**src/rtl/hff_pkg.sv**
```systemverilog
package hff_pkg;

    localparam int ELEM_W         = 16;
    localparam int FRAC_W         = 12;
    localparam int DAMP_W         = 16;
    localparam int RADIUS_W       = 15;
    localparam int CFG_W          = 48;
    localparam int CFG_IDX_W      = 3;
    localparam int VALUE_BITS_DEF = 16;

    // Smoothed state: origin x,y,z, constant force x,y,z, gain row major, radius
    localparam int NUM_SM   = 16;
    localparam int SM_IDX_W = $clog2(NUM_SM);
    localparam logic [SM_IDX_W-1:0] SM_CONST_BASE = SM_IDX_W'(3);
    localparam logic [SM_IDX_W-1:0] SM_GAIN_BASE  = SM_IDX_W'(6);
    localparam logic [SM_IDX_W-1:0] SM_RADIUS     = SM_IDX_W'(15);

    localparam logic [DAMP_W-1:0] DAMP_RESET = DAMP_W'(58982);

    // Signed multiplier operands and product
    localparam int MUL_IN_W = ELEM_W + 1;
    localparam int MUL_W    = 2 * MUL_IN_W;

    typedef enum logic [CFG_IDX_W-1:0] {
        REG_ORIGIN = 3'd0,
        REG_CONST  = 3'd1,
        REG_GAIN0  = 3'd2,
        REG_GAIN1  = 3'd3,
        REG_GAIN2  = 3'd4,
        REG_RADIUS = 3'd5,
        REG_DAMP   = 3'd6,
        REG_ENABLE = 3'd7
    } cfg_reg_t;

    typedef enum logic [2:0] {
        OP_NONE,
        OP_CAPTURE,
        OP_BLEND,
        OP_DIST,
        OP_RAD,
        OP_GAIN,
        OP_FIN
    } dp_op_t;

    typedef enum logic [1:0] {
        ST_INACTIVE = 2'd0,
        ST_OUTSIDE  = 2'd1,
        ST_APPLIED  = 2'd2
    } status_t;

    typedef enum logic [2:0] {
        S_IDLE,
        S_BLEND,
        S_DIST,
        S_RAD,
        S_CHECK,
        S_GAIN,
        S_DRAIN,
        S_DONE
    } ctrl_state_t;

    typedef struct packed {
        dp_op_t              op;
        logic [SM_IDX_W-1:0] idx;
        logic [1:0]          row;
        logic [1:0]          col;
        logic                load_out;
        status_t             res;
    } hff_cmd_t;

    typedef struct packed {
        logic enable;
        logic outside;
    } hff_stat_t;

endpackage

```
**src/rtl/hff_ctrl.sv**
```systemverilog
module hff_ctrl (
    input  logic                clk,
    input  logic                rst_n,
    input  logic                in_valid,
    output logic                in_ready,
    output logic                out_valid,
    input  logic                out_ready,
    input  hff_pkg::hff_stat_t  stat,
    output hff_pkg::hff_cmd_t   cmd
);
    import hff_pkg::*;

    localparam logic [SM_IDX_W-1:0] BLEND_LAST = SM_IDX_W'(NUM_SM - 1);
    localparam logic [SM_IDX_W-1:0] DIST_LAST  = SM_IDX_W'(2);
    // row 2, finishing slot
    localparam logic [SM_IDX_W-1:0] GAIN_LAST  = {2'd2, 2'd3};

    ctrl_state_t         state_reg, state_next;
    logic [SM_IDX_W-1:0] cnt_reg, cnt_next;
    status_t             res_reg, res_next;
    logic                out_valid_reg, out_valid_next;

    always_ff @(posedge clk or negedge rst_n)
    begin
        if (!rst_n)
        begin
            state_reg     <= S_IDLE;
            cnt_reg       <= '0;
            res_reg       <= ST_INACTIVE;
            out_valid_reg <= 1'b0;
        end
        else
        begin
            state_reg     <= state_next;
            cnt_reg       <= cnt_next;
            res_reg       <= res_next;
            out_valid_reg <= out_valid_next;
        end
    end

    always_comb
    begin
        state_next   = state_reg;
        cnt_next     = cnt_reg;
        res_next     = res_reg;
        cmd          = '0;
        cmd.op       = OP_NONE;
        cmd.res      = res_reg;
        in_ready     = (state_reg == S_IDLE);

        case (state_reg)
            S_IDLE:
            begin
                if (in_valid)
                begin
                    cmd.op   = OP_CAPTURE;
                    cnt_next = '0;
                    if (stat.enable)
                    begin
                        state_next = S_BLEND;
                    end
                    else
                    begin
                        res_next   = ST_INACTIVE;
                        state_next = S_DONE;
                    end
                end
            end
            S_BLEND:
            begin
                cmd.op  = OP_BLEND;
                cmd.idx = cnt_reg;
                if (cnt_reg == BLEND_LAST)
                begin
                    cnt_next   = '0;
                    state_next = S_DIST;
                end
                else
                begin
                    cnt_next = cnt_reg + 1'b1;
                end
            end
            S_DIST:
            begin
                cmd.op  = OP_DIST;
                cmd.col = cnt_reg[1:0];
                if (cnt_reg == DIST_LAST)
                begin
                    state_next = S_RAD;
                end
                else
                begin
                    cnt_next = cnt_reg + 1'b1;
                end
            end
            S_RAD:
            begin
                cmd.op     = OP_RAD;
                state_next = S_CHECK;
            end
            S_CHECK:
            begin
                // distance sum and squared radius have both settled here
                cnt_next = '0;
                if (stat.outside)
                begin
                    res_next   = ST_OUTSIDE;
                    state_next = S_DONE;
                end
                else
                begin
                    state_next = S_GAIN;
                end
            end
            S_GAIN:
            begin
                cmd.row = cnt_reg[3:2];
                cmd.col = cnt_reg[1:0];
                cmd.op  = (cnt_reg[1:0] == 2'd3) ? OP_FIN : OP_GAIN;
                if (cnt_reg == GAIN_LAST)
                begin
                    state_next = S_DRAIN;
                end
                else
                begin
                    cnt_next = cnt_reg + 1'b1;
                end
            end
            S_DRAIN:
            begin
                res_next   = ST_APPLIED;
                state_next = S_DONE;
            end
            S_DONE:
            begin
                // wait for the output register to free up
                if (!out_valid_reg || out_ready)
                begin
                    cmd.load_out = 1'b1;
                    state_next   = S_IDLE;
                end
            end
            default:
            begin
                state_next = S_IDLE;
            end
        endcase

        if (cmd.load_out)
        begin
            out_valid_next = 1'b1;
        end
        else if (out_ready)
        begin
            out_valid_next = 1'b0;
        end
        else
        begin
            out_valid_next = out_valid_reg;
        end
    end

    assign out_valid = out_valid_reg;

`ifndef SYNTH
    a_no_overwrite: assert property (@(posedge clk) disable iff (!rst_n)
        cmd.load_out |-> (!out_valid_reg || out_ready))
        else $error("pending result overwritten");

    a_inactive_short: assert property (@(posedge clk) disable iff (!rst_n)
        (in_valid && in_ready && !stat.enable) |=> (state_reg == S_DONE))
        else $error("inactive item did not go straight to result");

    a_load_sets_valid: assert property (@(posedge clk) disable iff (!rst_n)
        (state_reg == S_DONE && (!out_valid_reg || out_ready)) |=> out_valid_reg)
        else $error("result not presented after load");
`endif

endmodule

```
**src/rtl/hff_dp.sv**
```systemverilog
module hff_dp #(
    parameter int VALUE_BITS = hff_pkg::VALUE_BITS_DEF
) (
    input  logic                                clk,
    input  logic                                rst_n,
    input  hff_pkg::hff_cmd_t                   cmd,
    output hff_pkg::hff_stat_t                  stat,
    input  logic signed [hff_pkg::ELEM_W-1:0]   pos_x,
    input  logic signed [hff_pkg::ELEM_W-1:0]   pos_y,
    input  logic signed [hff_pkg::ELEM_W-1:0]   pos_z,
    input  logic                                restart,
    input  logic                                cfg_we,
    input  logic [hff_pkg::CFG_IDX_W-1:0]       cfg_index,
    input  logic [hff_pkg::CFG_W-1:0]           cfg_wdata,
    output logic signed [hff_pkg::ELEM_W-1:0]   force_x,
    output logic signed [hff_pkg::ELEM_W-1:0]   force_y,
    output logic signed [hff_pkg::ELEM_W-1:0]   force_z,
    output logic [1:0]                          status
);
    import hff_pkg::*;

    localparam int TOT_W = MUL_W + 1;
    localparam logic signed [TOT_W-1:0] SAT_HI =
        TOT_W'((64'sd1 <<< (VALUE_BITS - 1)) - 64'sd1);
    localparam logic signed [TOT_W-1:0] SAT_LO = ~SAT_HI;
    localparam logic signed [TOT_W-1:0] BLEND_RND = TOT_W'(1) <<< (DAMP_W - 1);
    localparam logic signed [TOT_W-1:0] GAIN_RND  = TOT_W'(1) <<< (FRAC_W - 1);

    // configuration
    logic [CFG_W-1:0]    origin_reg;
    logic [CFG_W-1:0]    const_reg;
    logic [CFG_W-1:0]    gain_reg [3];
    logic [RADIUS_W-1:0] radius_reg;
    logic [DAMP_W-1:0]   damp_reg;
    logic                enable_reg;

    // smoothed state and working registers
    logic signed [ELEM_W-1:0]   sm_reg [NUM_SM];
    logic signed [ELEM_W-1:0]   pos_reg [3];
    logic signed [MUL_IN_W-1:0] off_reg [3];
    logic signed [ELEM_W-1:0]   fw_reg [3];
    logic signed [MUL_W-1:0]    prod_reg;
    logic signed [ELEM_W-1:0]   t_reg;
    logic signed [ELEM_W-1:0]   cst_reg;
    logic [TOT_W-1:0]           dist_reg;
    logic signed [TOT_W-1:0]    acc_reg;
    dp_op_t                     op_d_reg;
    logic [SM_IDX_W-1:0]        idx_d_reg;
    logic [1:0]                 row_d_reg;
    logic [1:0]                 col_d_reg;

    logic signed [ELEM_W-1:0]   force_x_reg, force_y_reg, force_z_reg;
    status_t                    status_reg;

    logic signed [ELEM_W-1:0]   tgt [NUM_SM];
    logic [SM_IDX_W-1:0]        rd_idx;
    logic signed [ELEM_W-1:0]   rd_s;
    logic signed [ELEM_W-1:0]   rd_t;
    logic signed [MUL_IN_W-1:0] off;
    logic signed [MUL_IN_W-1:0] mul_a, mul_b;
    logic signed [TOT_W-1:0]    prod_ext;
    logic signed [TOT_W-1:0]    blend_sum;
    logic signed [ELEM_W-1:0]   blend_new;
    logic signed [TOT_W-1:0]    rnd;
    logic signed [TOT_W-1:0]    tot;
    logic signed [TOT_W-1:0]    sat;

    always_ff @(posedge clk or negedge rst_n)
    begin
        if (!rst_n)
        begin
            origin_reg <= '0;
            const_reg  <= '0;
            gain_reg   <= '{default: '0};
            radius_reg <= '0;
            damp_reg   <= DAMP_RESET;
            enable_reg <= 1'b0;
        end
        else if (cfg_we)
        begin
            case (cfg_reg_t'(cfg_index))
                REG_ORIGIN: origin_reg  <= cfg_wdata;
                REG_CONST:  const_reg   <= cfg_wdata;
                REG_GAIN0:  gain_reg[0] <= cfg_wdata;
                REG_GAIN1:  gain_reg[1] <= cfg_wdata;
                REG_GAIN2:  gain_reg[2] <= cfg_wdata;
                REG_RADIUS: radius_reg  <= cfg_wdata[RADIUS_W-1:0];
                REG_DAMP:   damp_reg    <= cfg_wdata[DAMP_W-1:0];
                REG_ENABLE: enable_reg  <= cfg_wdata[0];
                default:    ;
            endcase
        end
    end

    // blend targets, in the same order as the smoothed state
    always_comb
    begin
        for (int k = 0; k < 3; k++)
        begin
            tgt[k]     = origin_reg[ELEM_W*k +: ELEM_W];
            tgt[3 + k] = const_reg[ELEM_W*k +: ELEM_W];
            for (int c = 0; c < 3; c++)
            begin
                tgt[6 + 3*k + c] = gain_reg[k][ELEM_W*c +: ELEM_W];
            end
        end
        tgt[NUM_SM-1] = {{(ELEM_W-RADIUS_W){1'b0}}, radius_reg};
    end

    always_comb
    begin
        case (cmd.op)
            OP_BLEND: rd_idx = cmd.idx;
            OP_DIST:  rd_idx = {2'b00, cmd.col};
            OP_RAD:   rd_idx = SM_RADIUS;
            OP_GAIN:  rd_idx = SM_GAIN_BASE + {1'b0, cmd.row, 1'b0}
                               + {2'b00, cmd.row} + {2'b00, cmd.col};
            OP_FIN:   rd_idx = SM_CONST_BASE + {2'b00, cmd.row};
            default:  rd_idx = '0;
        endcase
    end

    assign rd_s = sm_reg[rd_idx];
    assign rd_t = tgt[rd_idx];

    always_comb
    begin
        off   = '0;
        mul_a = '0;
        mul_b = '0;
        case (cmd.op)
            OP_BLEND:
            begin
                // d*s + (1-d)*t == t + d*(s - t)
                mul_a = {1'b0, damp_reg};
                mul_b = {rd_s[ELEM_W-1], rd_s} - {rd_t[ELEM_W-1], rd_t};
            end
            OP_DIST:
            begin
                off   = {pos_reg[cmd.col][ELEM_W-1], pos_reg[cmd.col]}
                        - {rd_s[ELEM_W-1], rd_s};
                mul_a = off;
                mul_b = off;
            end
            OP_RAD:
            begin
                mul_a = {rd_s[ELEM_W-1], rd_s};
                mul_b = {rd_s[ELEM_W-1], rd_s};
            end
            OP_GAIN:
            begin
                mul_a = {rd_s[ELEM_W-1], rd_s};
                mul_b = off_reg[cmd.col];
            end
            default:
            begin
                mul_a = '0;
                mul_b = '0;
            end
        endcase
    end

    // multiply stage
    always_ff @(posedge clk or negedge rst_n)
    begin
        if (!rst_n)
        begin
            op_d_reg <= OP_NONE;
        end
        else
        begin
            op_d_reg <= cmd.op;
        end
    end

    always_ff @(posedge clk)
    begin
        prod_reg  <= mul_a * mul_b;
        t_reg     <= rd_t;
        cst_reg   <= rd_s;
        idx_d_reg <= cmd.idx;
        row_d_reg <= cmd.row;
        col_d_reg <= cmd.col;
        if (cmd.op == OP_DIST)
        begin
            off_reg[cmd.col] <= off;
        end
        if (cmd.op == OP_CAPTURE)
        begin
            pos_reg[0] <= pos_x;
            pos_reg[1] <= pos_y;
            pos_reg[2] <= pos_z;
        end
    end

    // accumulate stage
    assign prod_ext  = {prod_reg[MUL_W-1], prod_reg};
    assign blend_sum = {{(TOT_W-ELEM_W-DAMP_W){t_reg[ELEM_W-1]}}, t_reg, {DAMP_W{1'b0}}}
                       + prod_ext + BLEND_RND;
    assign blend_new = blend_sum[DAMP_W +: ELEM_W];

    assign rnd = (acc_reg + GAIN_RND) >>> FRAC_W;
    assign tot = rnd + {{(TOT_W-ELEM_W){cst_reg[ELEM_W-1]}}, cst_reg};

    always_comb
    begin
        if (tot > SAT_HI)
        begin
            sat = SAT_HI;
        end
        else if (tot < SAT_LO)
        begin
            sat = SAT_LO;
        end
        else
        begin
            sat = tot;
        end
    end

    always_ff @(posedge clk)
    begin
        case (op_d_reg)
            OP_DIST:
            begin
                dist_reg <= ((col_d_reg == 2'd0) ? '0 : dist_reg) + {1'b0, prod_reg};
            end
            OP_GAIN:
            begin
                acc_reg <= ((col_d_reg == 2'd0) ? '0 : acc_reg) + prod_ext;
            end
            OP_FIN:
            begin
                fw_reg[row_d_reg] <= sat[ELEM_W-1:0];
            end
            default:
            begin
            end
        endcase
    end

    always_ff @(posedge clk or negedge rst_n)
    begin
        if (!rst_n)
        begin
            sm_reg <= '{default: '0};
        end
        else if (cmd.op == OP_CAPTURE && restart)
        begin
            sm_reg[SM_RADIUS] <= '0;
        end
        else if (op_d_reg == OP_BLEND)
        begin
            sm_reg[idx_d_reg] <= blend_new;
        end
    end

    // output register
    always_ff @(posedge clk)
    begin
        if (cmd.load_out)
        begin
            status_reg <= cmd.res;
            if (cmd.res == ST_APPLIED)
            begin
                force_x_reg <= fw_reg[0];
                force_y_reg <= fw_reg[1];
                force_z_reg <= fw_reg[2];
            end
            else
            begin
                force_x_reg <= '0;
                force_y_reg <= '0;
                force_z_reg <= '0;
            end
        end
    end

    // valid in the check cycle: product register then holds the squared radius
    assign stat.outside = (dist_reg > {1'b0, prod_reg});
    assign stat.enable  = enable_reg;

    assign force_x = force_x_reg;
    assign force_y = force_y_reg;
    assign force_z = force_z_reg;
    assign status  = status_reg;

`ifndef SYNTH
    a_zero_force: assert property (@(posedge clk) disable iff (!rst_n)
        (cmd.load_out && cmd.res != ST_APPLIED)
        |=> (force_x_reg == '0 && force_y_reg == '0 && force_z_reg == '0))
        else $error("nonzero force without applied status");
`endif

endmodule

```
**src/rtl/haptic_force_field_effect_unit.sv**
```systemverilog
// Haptic force-field effect: takes one effector position per transfer and returns one
// force vector with a status code (inactive, outside cutoff radius, applied). While enabled,
// every item first moves the smoothed origin, constant force, gain matrix and radius one
// damping step toward the configured targets, then tests the squared offset length against
// the squared radius and, inside it, forms constant + gain * offset, saturated. One item
// is worked at a time. The single shared 17x17 multiplier does the 16 blends, 4 squares and
// 9 gain products one per cycle; an item outside the radius skips the gain products, and a
// disabled item goes straight to the result. A finished result sits in the output register
// while the next position is taken. The user must write the configuration registers through
// cfg_we/cfg_index/cfg_wdata only while idle; the block itself does not enforce this.
module haptic_force_field_effect_unit #(
    parameter int VALUE_BITS = hff_pkg::VALUE_BITS_DEF
) (
    input  logic                                clk,
    input  logic                                rst_n,
    input  logic                                in_valid,
    output logic                                in_ready,
    input  logic signed [hff_pkg::ELEM_W-1:0]   pos_x,
    input  logic signed [hff_pkg::ELEM_W-1:0]   pos_y,
    input  logic signed [hff_pkg::ELEM_W-1:0]   pos_z,
    input  logic                                restart,
    output logic                                out_valid,
    input  logic                                out_ready,
    output logic signed [hff_pkg::ELEM_W-1:0]   force_x,
    output logic signed [hff_pkg::ELEM_W-1:0]   force_y,
    output logic signed [hff_pkg::ELEM_W-1:0]   force_z,
    output logic [1:0]                          status,
    input  logic                                cfg_we,
    input  logic [hff_pkg::CFG_IDX_W-1:0]       cfg_index,
    input  logic [hff_pkg::CFG_W-1:0]           cfg_wdata
);
    import hff_pkg::*;

    hff_cmd_t  cmd;
    hff_stat_t stat;

    hff_ctrl u_ctrl (
        .clk       (clk),
        .rst_n     (rst_n),
        .in_valid  (in_valid),
        .in_ready  (in_ready),
        .out_valid (out_valid),
        .out_ready (out_ready),
        .stat      (stat),
        .cmd       (cmd)
    );

    hff_dp #(
        .VALUE_BITS (VALUE_BITS)
    ) u_dp (
        .clk       (clk),
        .rst_n     (rst_n),
        .cmd       (cmd),
        .stat      (stat),
        .pos_x     (pos_x),
        .pos_y     (pos_y),
        .pos_z     (pos_z),
        .restart   (restart),
        .cfg_we    (cfg_we),
        .cfg_index (cfg_index),
        .cfg_wdata (cfg_wdata),
        .force_x   (force_x),
        .force_y   (force_y),
        .force_z   (force_z),
        .status    (status)
    );

endmodule
```
**config.mk**
```make
export PLATFORM = sky130hd
export DESIGN_NAME = haptic_force_field_effect_unit
export DESIGN_NICKNAME = d
export VERILOG_FILES = /design/src/rtl/hff_pkg.sv /design/src/rtl/hff_ctrl.sv /design/src/rtl/hff_dp.sv /design/src/rtl/haptic_force_field_effect_unit.sv
export SDC_FILE = /design/constraint.sdc
export NUM_CORES = 2
export LEC_CHECK = 0
export ABC_AREA = 1
export BUFFER_PORTS_ARGS = -buffer_cell sky130_fd_sc_hd__buf_2
export CAP_MARGIN = 20
export CORE_MARGIN = 2
export CORE_UTILIZATION = 40
export CTS_CLUSTER_DIAMETER = 200
export DETAILED_ROUTE_END_ITERATION = 16
export GPL_ROUTABILITY_DRIVEN = 0
export HOLD_SLACK_MARGIN = 0.15
export PLACE_DENSITY = 0.62
export SETUP_SLACK_MARGIN = 0.5
export SLEW_MARGIN = 20
export SYNTH_ARGS = -nofsm -noshare
export SYNTH_HDL_FRONTEND = slang
export SYNTH_SLANG_ARGS = --single-unit
```
**constraint.sdc**
```tcl
create_clock -name clk -period 15.6 [get_ports clk]
set_clock_uncertainty 0.05 [all_clocks]
set_input_delay 2.34 -clock clk [delete_from_list [all_inputs] [get_ports clk]]
set_output_delay 2.34 -clock clk [all_outputs]
set_load 0.005 [all_outputs]
```
Yosys cells after proc, flatten, opt, wreduce, memory -nomap -nowiden --
Memories as Yosys holds them, arrays and structs flattened. A register that Yosys moved wholly into a read port is not among the register bits. Index checks and enable logic that the tools add are counted.
Storage, ports and cells: register bits 687, bits in writable memories 147, logic and storage cells 182, memories 3
Cells by class: add/sub/neg operators 13, multiply operators 1, $lt $le $gt $ge 6, equal/unequal tests 38, muxes and demuxes 52, bitwise logic cells 3, reductions and logical operators 28
Memories:
- u_dp.off_reg | words 3, width 17, read ports 1, clocked after memory_dff 0, write ports 1, line hff_dp.sv:40 | logic signed [MUL_IN_W-1:0] off_reg [3];
- u_dp.fw_reg | words 3, width 16, read ports 3, clocked after memory_dff 3, write ports 1, line hff_dp.sv:41 | logic signed [ELEM_W-1:0] fw_reg [3];
- u_dp.pos_reg | words 3, width 16, read ports 1, clocked after memory_dff 0, write ports 3, line hff_dp.sv:39 | logic signed [ELEM_W-1:0] pos_reg [3];
Operator list (number):
- $bwmux W256 | 1
- $mux W16 | 9
- $bmux W16 S4 | 2
- $mux W35 | 2
- $pmux W17 S4 | 1
- $demux W16 S4 | 1
- $pmux W17 S3 | 1
- $pmux W4 S5 | 2
- $eq A3 B3 Y1 const B | 13
- $add A35 B13 Y35 const B | 1
- $add A35 B34 Y35 | 1
- $add A35 B35 Y35 | 1
- $gt A35 B34 Y1 | 1
- $mul A17 B17 Y34 | 1
- $sub A16 B16 Y17 | 2
- $add A32 B16 Y32 const B | 1
- $add A32 B32 Y32 | 1
- $add A23 B16 Y24 | 1
- $eq A3 B2 Y1 const B | 8
- $gt A24 B16 Y1 const B | 1
- $lt A24 B16 Y1 const B | 1
- $pmux W3 S8 | 1
- $mux W4 | 5
- $mux W3 | 6
- 31 further kinds | 77

Depth between registers and ports, before layout --
word-level depth 13, depth in mapped cells 61

Hierarchy --
A second synthesis with hierarchy kept.
Second synthesis, totals: cells, all modules 6462, area total of the unflattened synthesis 55525.8 µm²
Modules (own cells, without submodules):
- hff_dp | times used 1, cells each 6335, area each 54700.0 µm², sequential area each 22798.1 µm²
- hff_ctrl | times used 1, cells each 127, area each 825.8 µm², sequential area each 250.2 µm²

Least setup slack after synthesis --
OpenSTA, ideal clock, no wires.
path type reg2reg, start reg u_ctrl.state_reg[2], end reg u_dp.prod_reg[22], library setup time 0.112 ns, data arrival time 10.231 ns, slack 5.207 ns, stages on the path, launching flop included 53, clock period less this slack 10.393 ns, path through dfrtp_1 -> buf_2 -> nor3_2 -> nor2_1 -> nor2_2 -> clkbuf_1 -> inv_1 -> ha_1 -> fa_1 -> or2_2 -> a21oi_1 -> nor3_1 -> o21ai_2 -> buf_2 -> clkbuf_1 -> nand3_1 -> nand3_1 -> nand2_1 -> (+17 left out) -> inv_1 -> fa_1 -> inv_1 -> fa_1 -> inv_1 -> fa_1 -> fa_1 -> inv_1 -> fa_1 -> inv_1 -> ha_1 -> nand2_1 -> nor4_1 -> a21oi_1 -> o21ai_0 -> nand3_1 -> nand3_1 -> nand2_1
Between the ends: word-level cells in the longest chain between the ends 13
RTL lines:
- from (decl) | line hff_ctrl.sv:18 | ctrl_state_t state_reg, state_next;
- from (signal assigned) | line hff_ctrl.sv:34 | state_reg <= state_next;
- $eq A3 B3 Y1 | line hff_ctrl.sv:51 | case (state_reg)
- $mux W2 | line hff_ctrl.sv:51
- $add A3 B3 Y4 | line hff_dp.sv:116 | OP_GAIN: rd_idx = SM_GAIN_BASE + {1'b0, cmd.row, 1'b0}
- $add A4 B2 Y4 (2 in a row) | line hff_dp.sv:117 | + {2'b00, cmd.row} + {2'b00, cmd.col};
- $pmux W4 S5 (*) | line hff_dp.sv:112 | case (cmd.op)
- $not A4 Y5 (implied by the code) (*) | line hff_dp.sv:124 | assign rd_t = tgt[rd_idx];
- $bmux W16 S4 (*) | line hff_dp.sv:124
- $mux W16 (implied by the code) (*) (2 in a row) | line hff_dp.sv:124
- via u_dp.rd_t[0] | line hff_dp.sv:58 | logic signed [ELEM_W-1:0] rd_t;
- $sub A16 B16 Y17 (*) | line hff_dp.sv:136 | mul_b = {rd_s[ELEM_W-1], rd_s} - {rd_t[ELEM_W-1], rd_t};
- $pmux W17 S4 (*) | line hff_dp.sv:131 | case (cmd.op)
- $mul A17 B17 Y34 (*) | line hff_dp.sv:178 | prod_reg <= mul_a * mul_b;
- to (signal assigned) | line hff_dp.sv:178
- to (decl) | line hff_dp.sv:42 | logic signed [MUL_W-1:0] prod_reg;
The timed path passes the listed nets; every way through them passes the cells marked *. The select of a mux whose other input is x is not followed. A chain may end at the register's enable or synchronous reset.

Worst setup path after layout --
start reg u_ctrl.state_reg[2], end reg u_dp.prod_reg[25]
Between the ends: word-level cells in the longest chain between the ends 13
RTL lines:
- $eq A3 B3 Y1 | line hff_ctrl.sv:51
- $mux W2 | line hff_ctrl.sv:51
- $add A3 B3 Y4 | line hff_dp.sv:116
- $add A4 B2 Y4 (2 in a row) | line hff_dp.sv:117
- $pmux W4 S5 (*) | line hff_dp.sv:112
- $not A4 Y5 (implied by the code) (*) | line hff_dp.sv:123 | assign rd_s = sm_reg[rd_idx];
- $bmux W16 S4 (*) | line hff_dp.sv:123
- $mux W16 (implied by the code) (*) (2 in a row) | line hff_dp.sv:123
- via u_dp.rd_s[0] | line hff_dp.sv:57 | logic signed [ELEM_W-1:0] rd_s;
- $sub A16 B16 Y17, on equally long branches | line hff_dp.sv:141, hff_dp.sv:136
- $pmux W17 S4 or $pmux W17 S3 (tied branches) | line hff_dp.sv:131
- $mul A17 B17 Y34 (*) | line hff_dp.sv:178
Marked as above.

==> impl_results.md <==
- Status: finished, final reports clean
- H-tree depth: 3
- Critical path class: flip-flop to flip-flop
- Yosys top cell by area: dfrtp_1
- Final Slew Violations: 0
- Clock Tree Root: clkbuf_16
- CTS Buf Count: 98
- Finished Core Util: 0.444
- Final net count: 7770
- DR pass1 iterations: 8
- First-pass GRT wire length: 268000 um
- Worst reg2reg path depth: 55
- Mapped Cells: 7082
- WP data required: 16.18 ns
- Number of global-route vias before repair: 46700
- Setup TNS: 0 ns
- HP Class: flip-flop to flip-flop
- GR Overflow Total: 0
- Achievable frequency: 0.0779 GHz
- Slowest-stage cell, CP: buf_4
- Max_cap viols: 0
- Area grow syn2layout: 9.81%
- Final Hold Viols: 0
- Clock Latency Late Sink: 0.77 ns
- Area of the mapped netlist: 58200 um2
- CTS tree: yes
- Reg clk slew, reported paths: 0.06 ns
- Worst-Margin Slew: 1.12 ns
- Netlist cell types: 57
- Total die area: 149000 um2
- Top-area cell type share of the netlist area: 0.229
- Max reg flops: 256
- GRT Overall Usage: 0.231
- Worst setup endpoint: u_dp.prod_reg[25]
- Reg-to-reg critical path endpoint: u_dp.prod_reg[25]
- Worst R2R Setup Slack: 2.76 ns
- Top cells by instance count after synthesis: nand2_1, inv_1, o21ai_0
- Antenna violations before repair: 6
- Via density: 5.30
- Chip Width: 385 um
- Deepest clock path buffer count: 3
- Worst setup EP type: flip-flop
- Worst EP arrival: 13.42 ns
- Ys flop type: dfrtp_1
- WL per Instance: 18.9 um
- Port bufs: 156
- Post-DP HPWL: 119000 um
- Synthesized area per cell: 8.22 um2
- CP Max Fanout: 63
- CP max stage delay: 0.78 ns
- Seq/Total Area, Yosys: 0.396
- 1st-iter DRT viols: 4797
- Post-DRT Antenna Nets: 0
- EDFF count, synth: 267
- WL final: 171000 um
- Chip Height: 385 um
- Post-layout minimum cycle time: 12.84 ns
- Fraction of layout cells with a size suffix above 1: 0.0728
- Synth area leaders: dfrtp_1, edfxtp_1, fa_1
- Starting Density: 0.404
- Clk sinks: 882
- Most numerous cell in the Yosys netlist: nand2_1
- Synth Net Count: 7756
- Vias: 48200
- Final setup viols: 0
- # DRC: 0
- CP most frequent cell: nand2_1
- Post-CTS Setup Bufs: 0
- Num rows: 139
- Hold buffers post-CTS: 0
- CP Launch Type: flip-flop
- Crit path launch: u_ctrl.state_reg[2]
- Worst reg2reg startpoint: u_ctrl.state_reg[2]
- RSZ-0062 raised after global routing: false
- FF+latch count, synth: 882
- Core ar.: 144000 um2
- Post-CTS sizing: 0
- Final worst-path cycle share: 0.823
- Asr flop ratio synth: 0.613
- Normalized max-slew margin: 0.251
- Ports: 157
- Largest net degree at the start of global routing: 234
- Synth Warn #: 0
## per-stage QoR
stage	instance area (um2)	worst slack (ns)	hold slack (ns)	instances
final	63900	2.76	0.424	9086
after global routing	63900	2.10	0.441	9084
after CTS	63800	3.00	0.425	9079
after detailed placement	60500	3.06	0.411	8894
after global placement	60400	3.23	0.404	8894
after floorplan	58200	5.21	0.392	7082
## placed cells by master (no fill, tap or decap), types with 14 or more instances in the layout
cell type     n
xnor2_1      53
nand3_1     600
a21oi_1     239
edfxtp_1    267
nand2_1    1584
a21o_1       20
inv_1      1148
clkbuf_1     33
nor4_1       15
fa_1        304
a31oi_1      22
nor3_1       50
buf_2       155
xor2_1       95
clkbuf_8     14
or2_2        64
ha_1        265
o21ai_0     681
nand4_1      44
nor2_2       20
dfxtp_1      74
buf_4        41
o211ai_1    120
clkbuf_16   100
o21bai_1     17
dfrtp_1     532
nor2_1      395
nand2_2      49
nand3b_1     38
o22ai_1      16
## worst max-delay path, delay by kind of cell (launching register included)
| kind | cells | cell delay [ns] |
|---|---|---|
| fa+ha+maj | 11 | 4.81 |
| buf+inv | 14 | 2.49 |
| xor+xnor | 1 | 0.33 |
| compound gates | 4 | 0.74 |
| simple gates | 25 | 3.72 |
| flops | 1 | 0.54 |
## area by class of cell
class,count,area (um2)
Clock buffer,147,2820
Multi-Input combinational cell,4751,29500
Timing Repair Buffer,206,1300
Clock inverter,38,499
Fill cell,14300,80100
Antenna cell,2,5.00
Inverter,1157,4350
Sequential cell,882,23000
Tap cell,1903,2380
## how the worst min path moves through the flow
| stage | startpoint | endpoint | slack, ns | cells past startpoint |
|---|---|---|---|---|
| 2_1_floorplan | u_dp.sm_reg[113] | u_dp.sm_reg[113] | 0.39 | 2 |
| 3_3_place_gp | u_dp.sm_reg[33] | u_dp.sm_reg[33] | 0.40 | 2 |
| 3_5_place_dp | u_dp.sm_reg[209] | u_dp.sm_reg[209] | 0.41 | 2 |
| 4_1_cts | u_dp.sm_reg[209] | u_dp.sm_reg[209] | 0.43 | 2 |
| 5_1_grt | u_dp.sm_reg[225] | u_dp.sm_reg[225] | 0.44 | 2 |
| 6_report | u_dp.sm_reg[225] | u_dp.sm_reg[225] | 0.42 | 2 |
## kinds of logic after synthesis
| logic type | count (synthesis) | share of synthesized area |
|---|---|---|
| xor gates and xnor gates | 150 | 0.0226 |
| buffers and inverters | 1449 | 0.0989 |
| and+or+nand+nor | 2879 | 0.212 |
| AOI/OAI and AO/OA | 1153 | 0.109 |
| adders and majority gates | 569 | 0.162 |
| DFF | 882 | 0.396 |
## per-layer routing
metal  GRT usage  wire length, um  share of wire
met1       0.316            74600           0.44
met2       0.368            77100           0.45
met3      0.0431            13800          0.081
met4      0.0763             5810          0.034
met5           0               19        0.00011
Power is not shown: default switching activity piles up to over one toggle a cycle in this logic, so the estimate is an artifact.
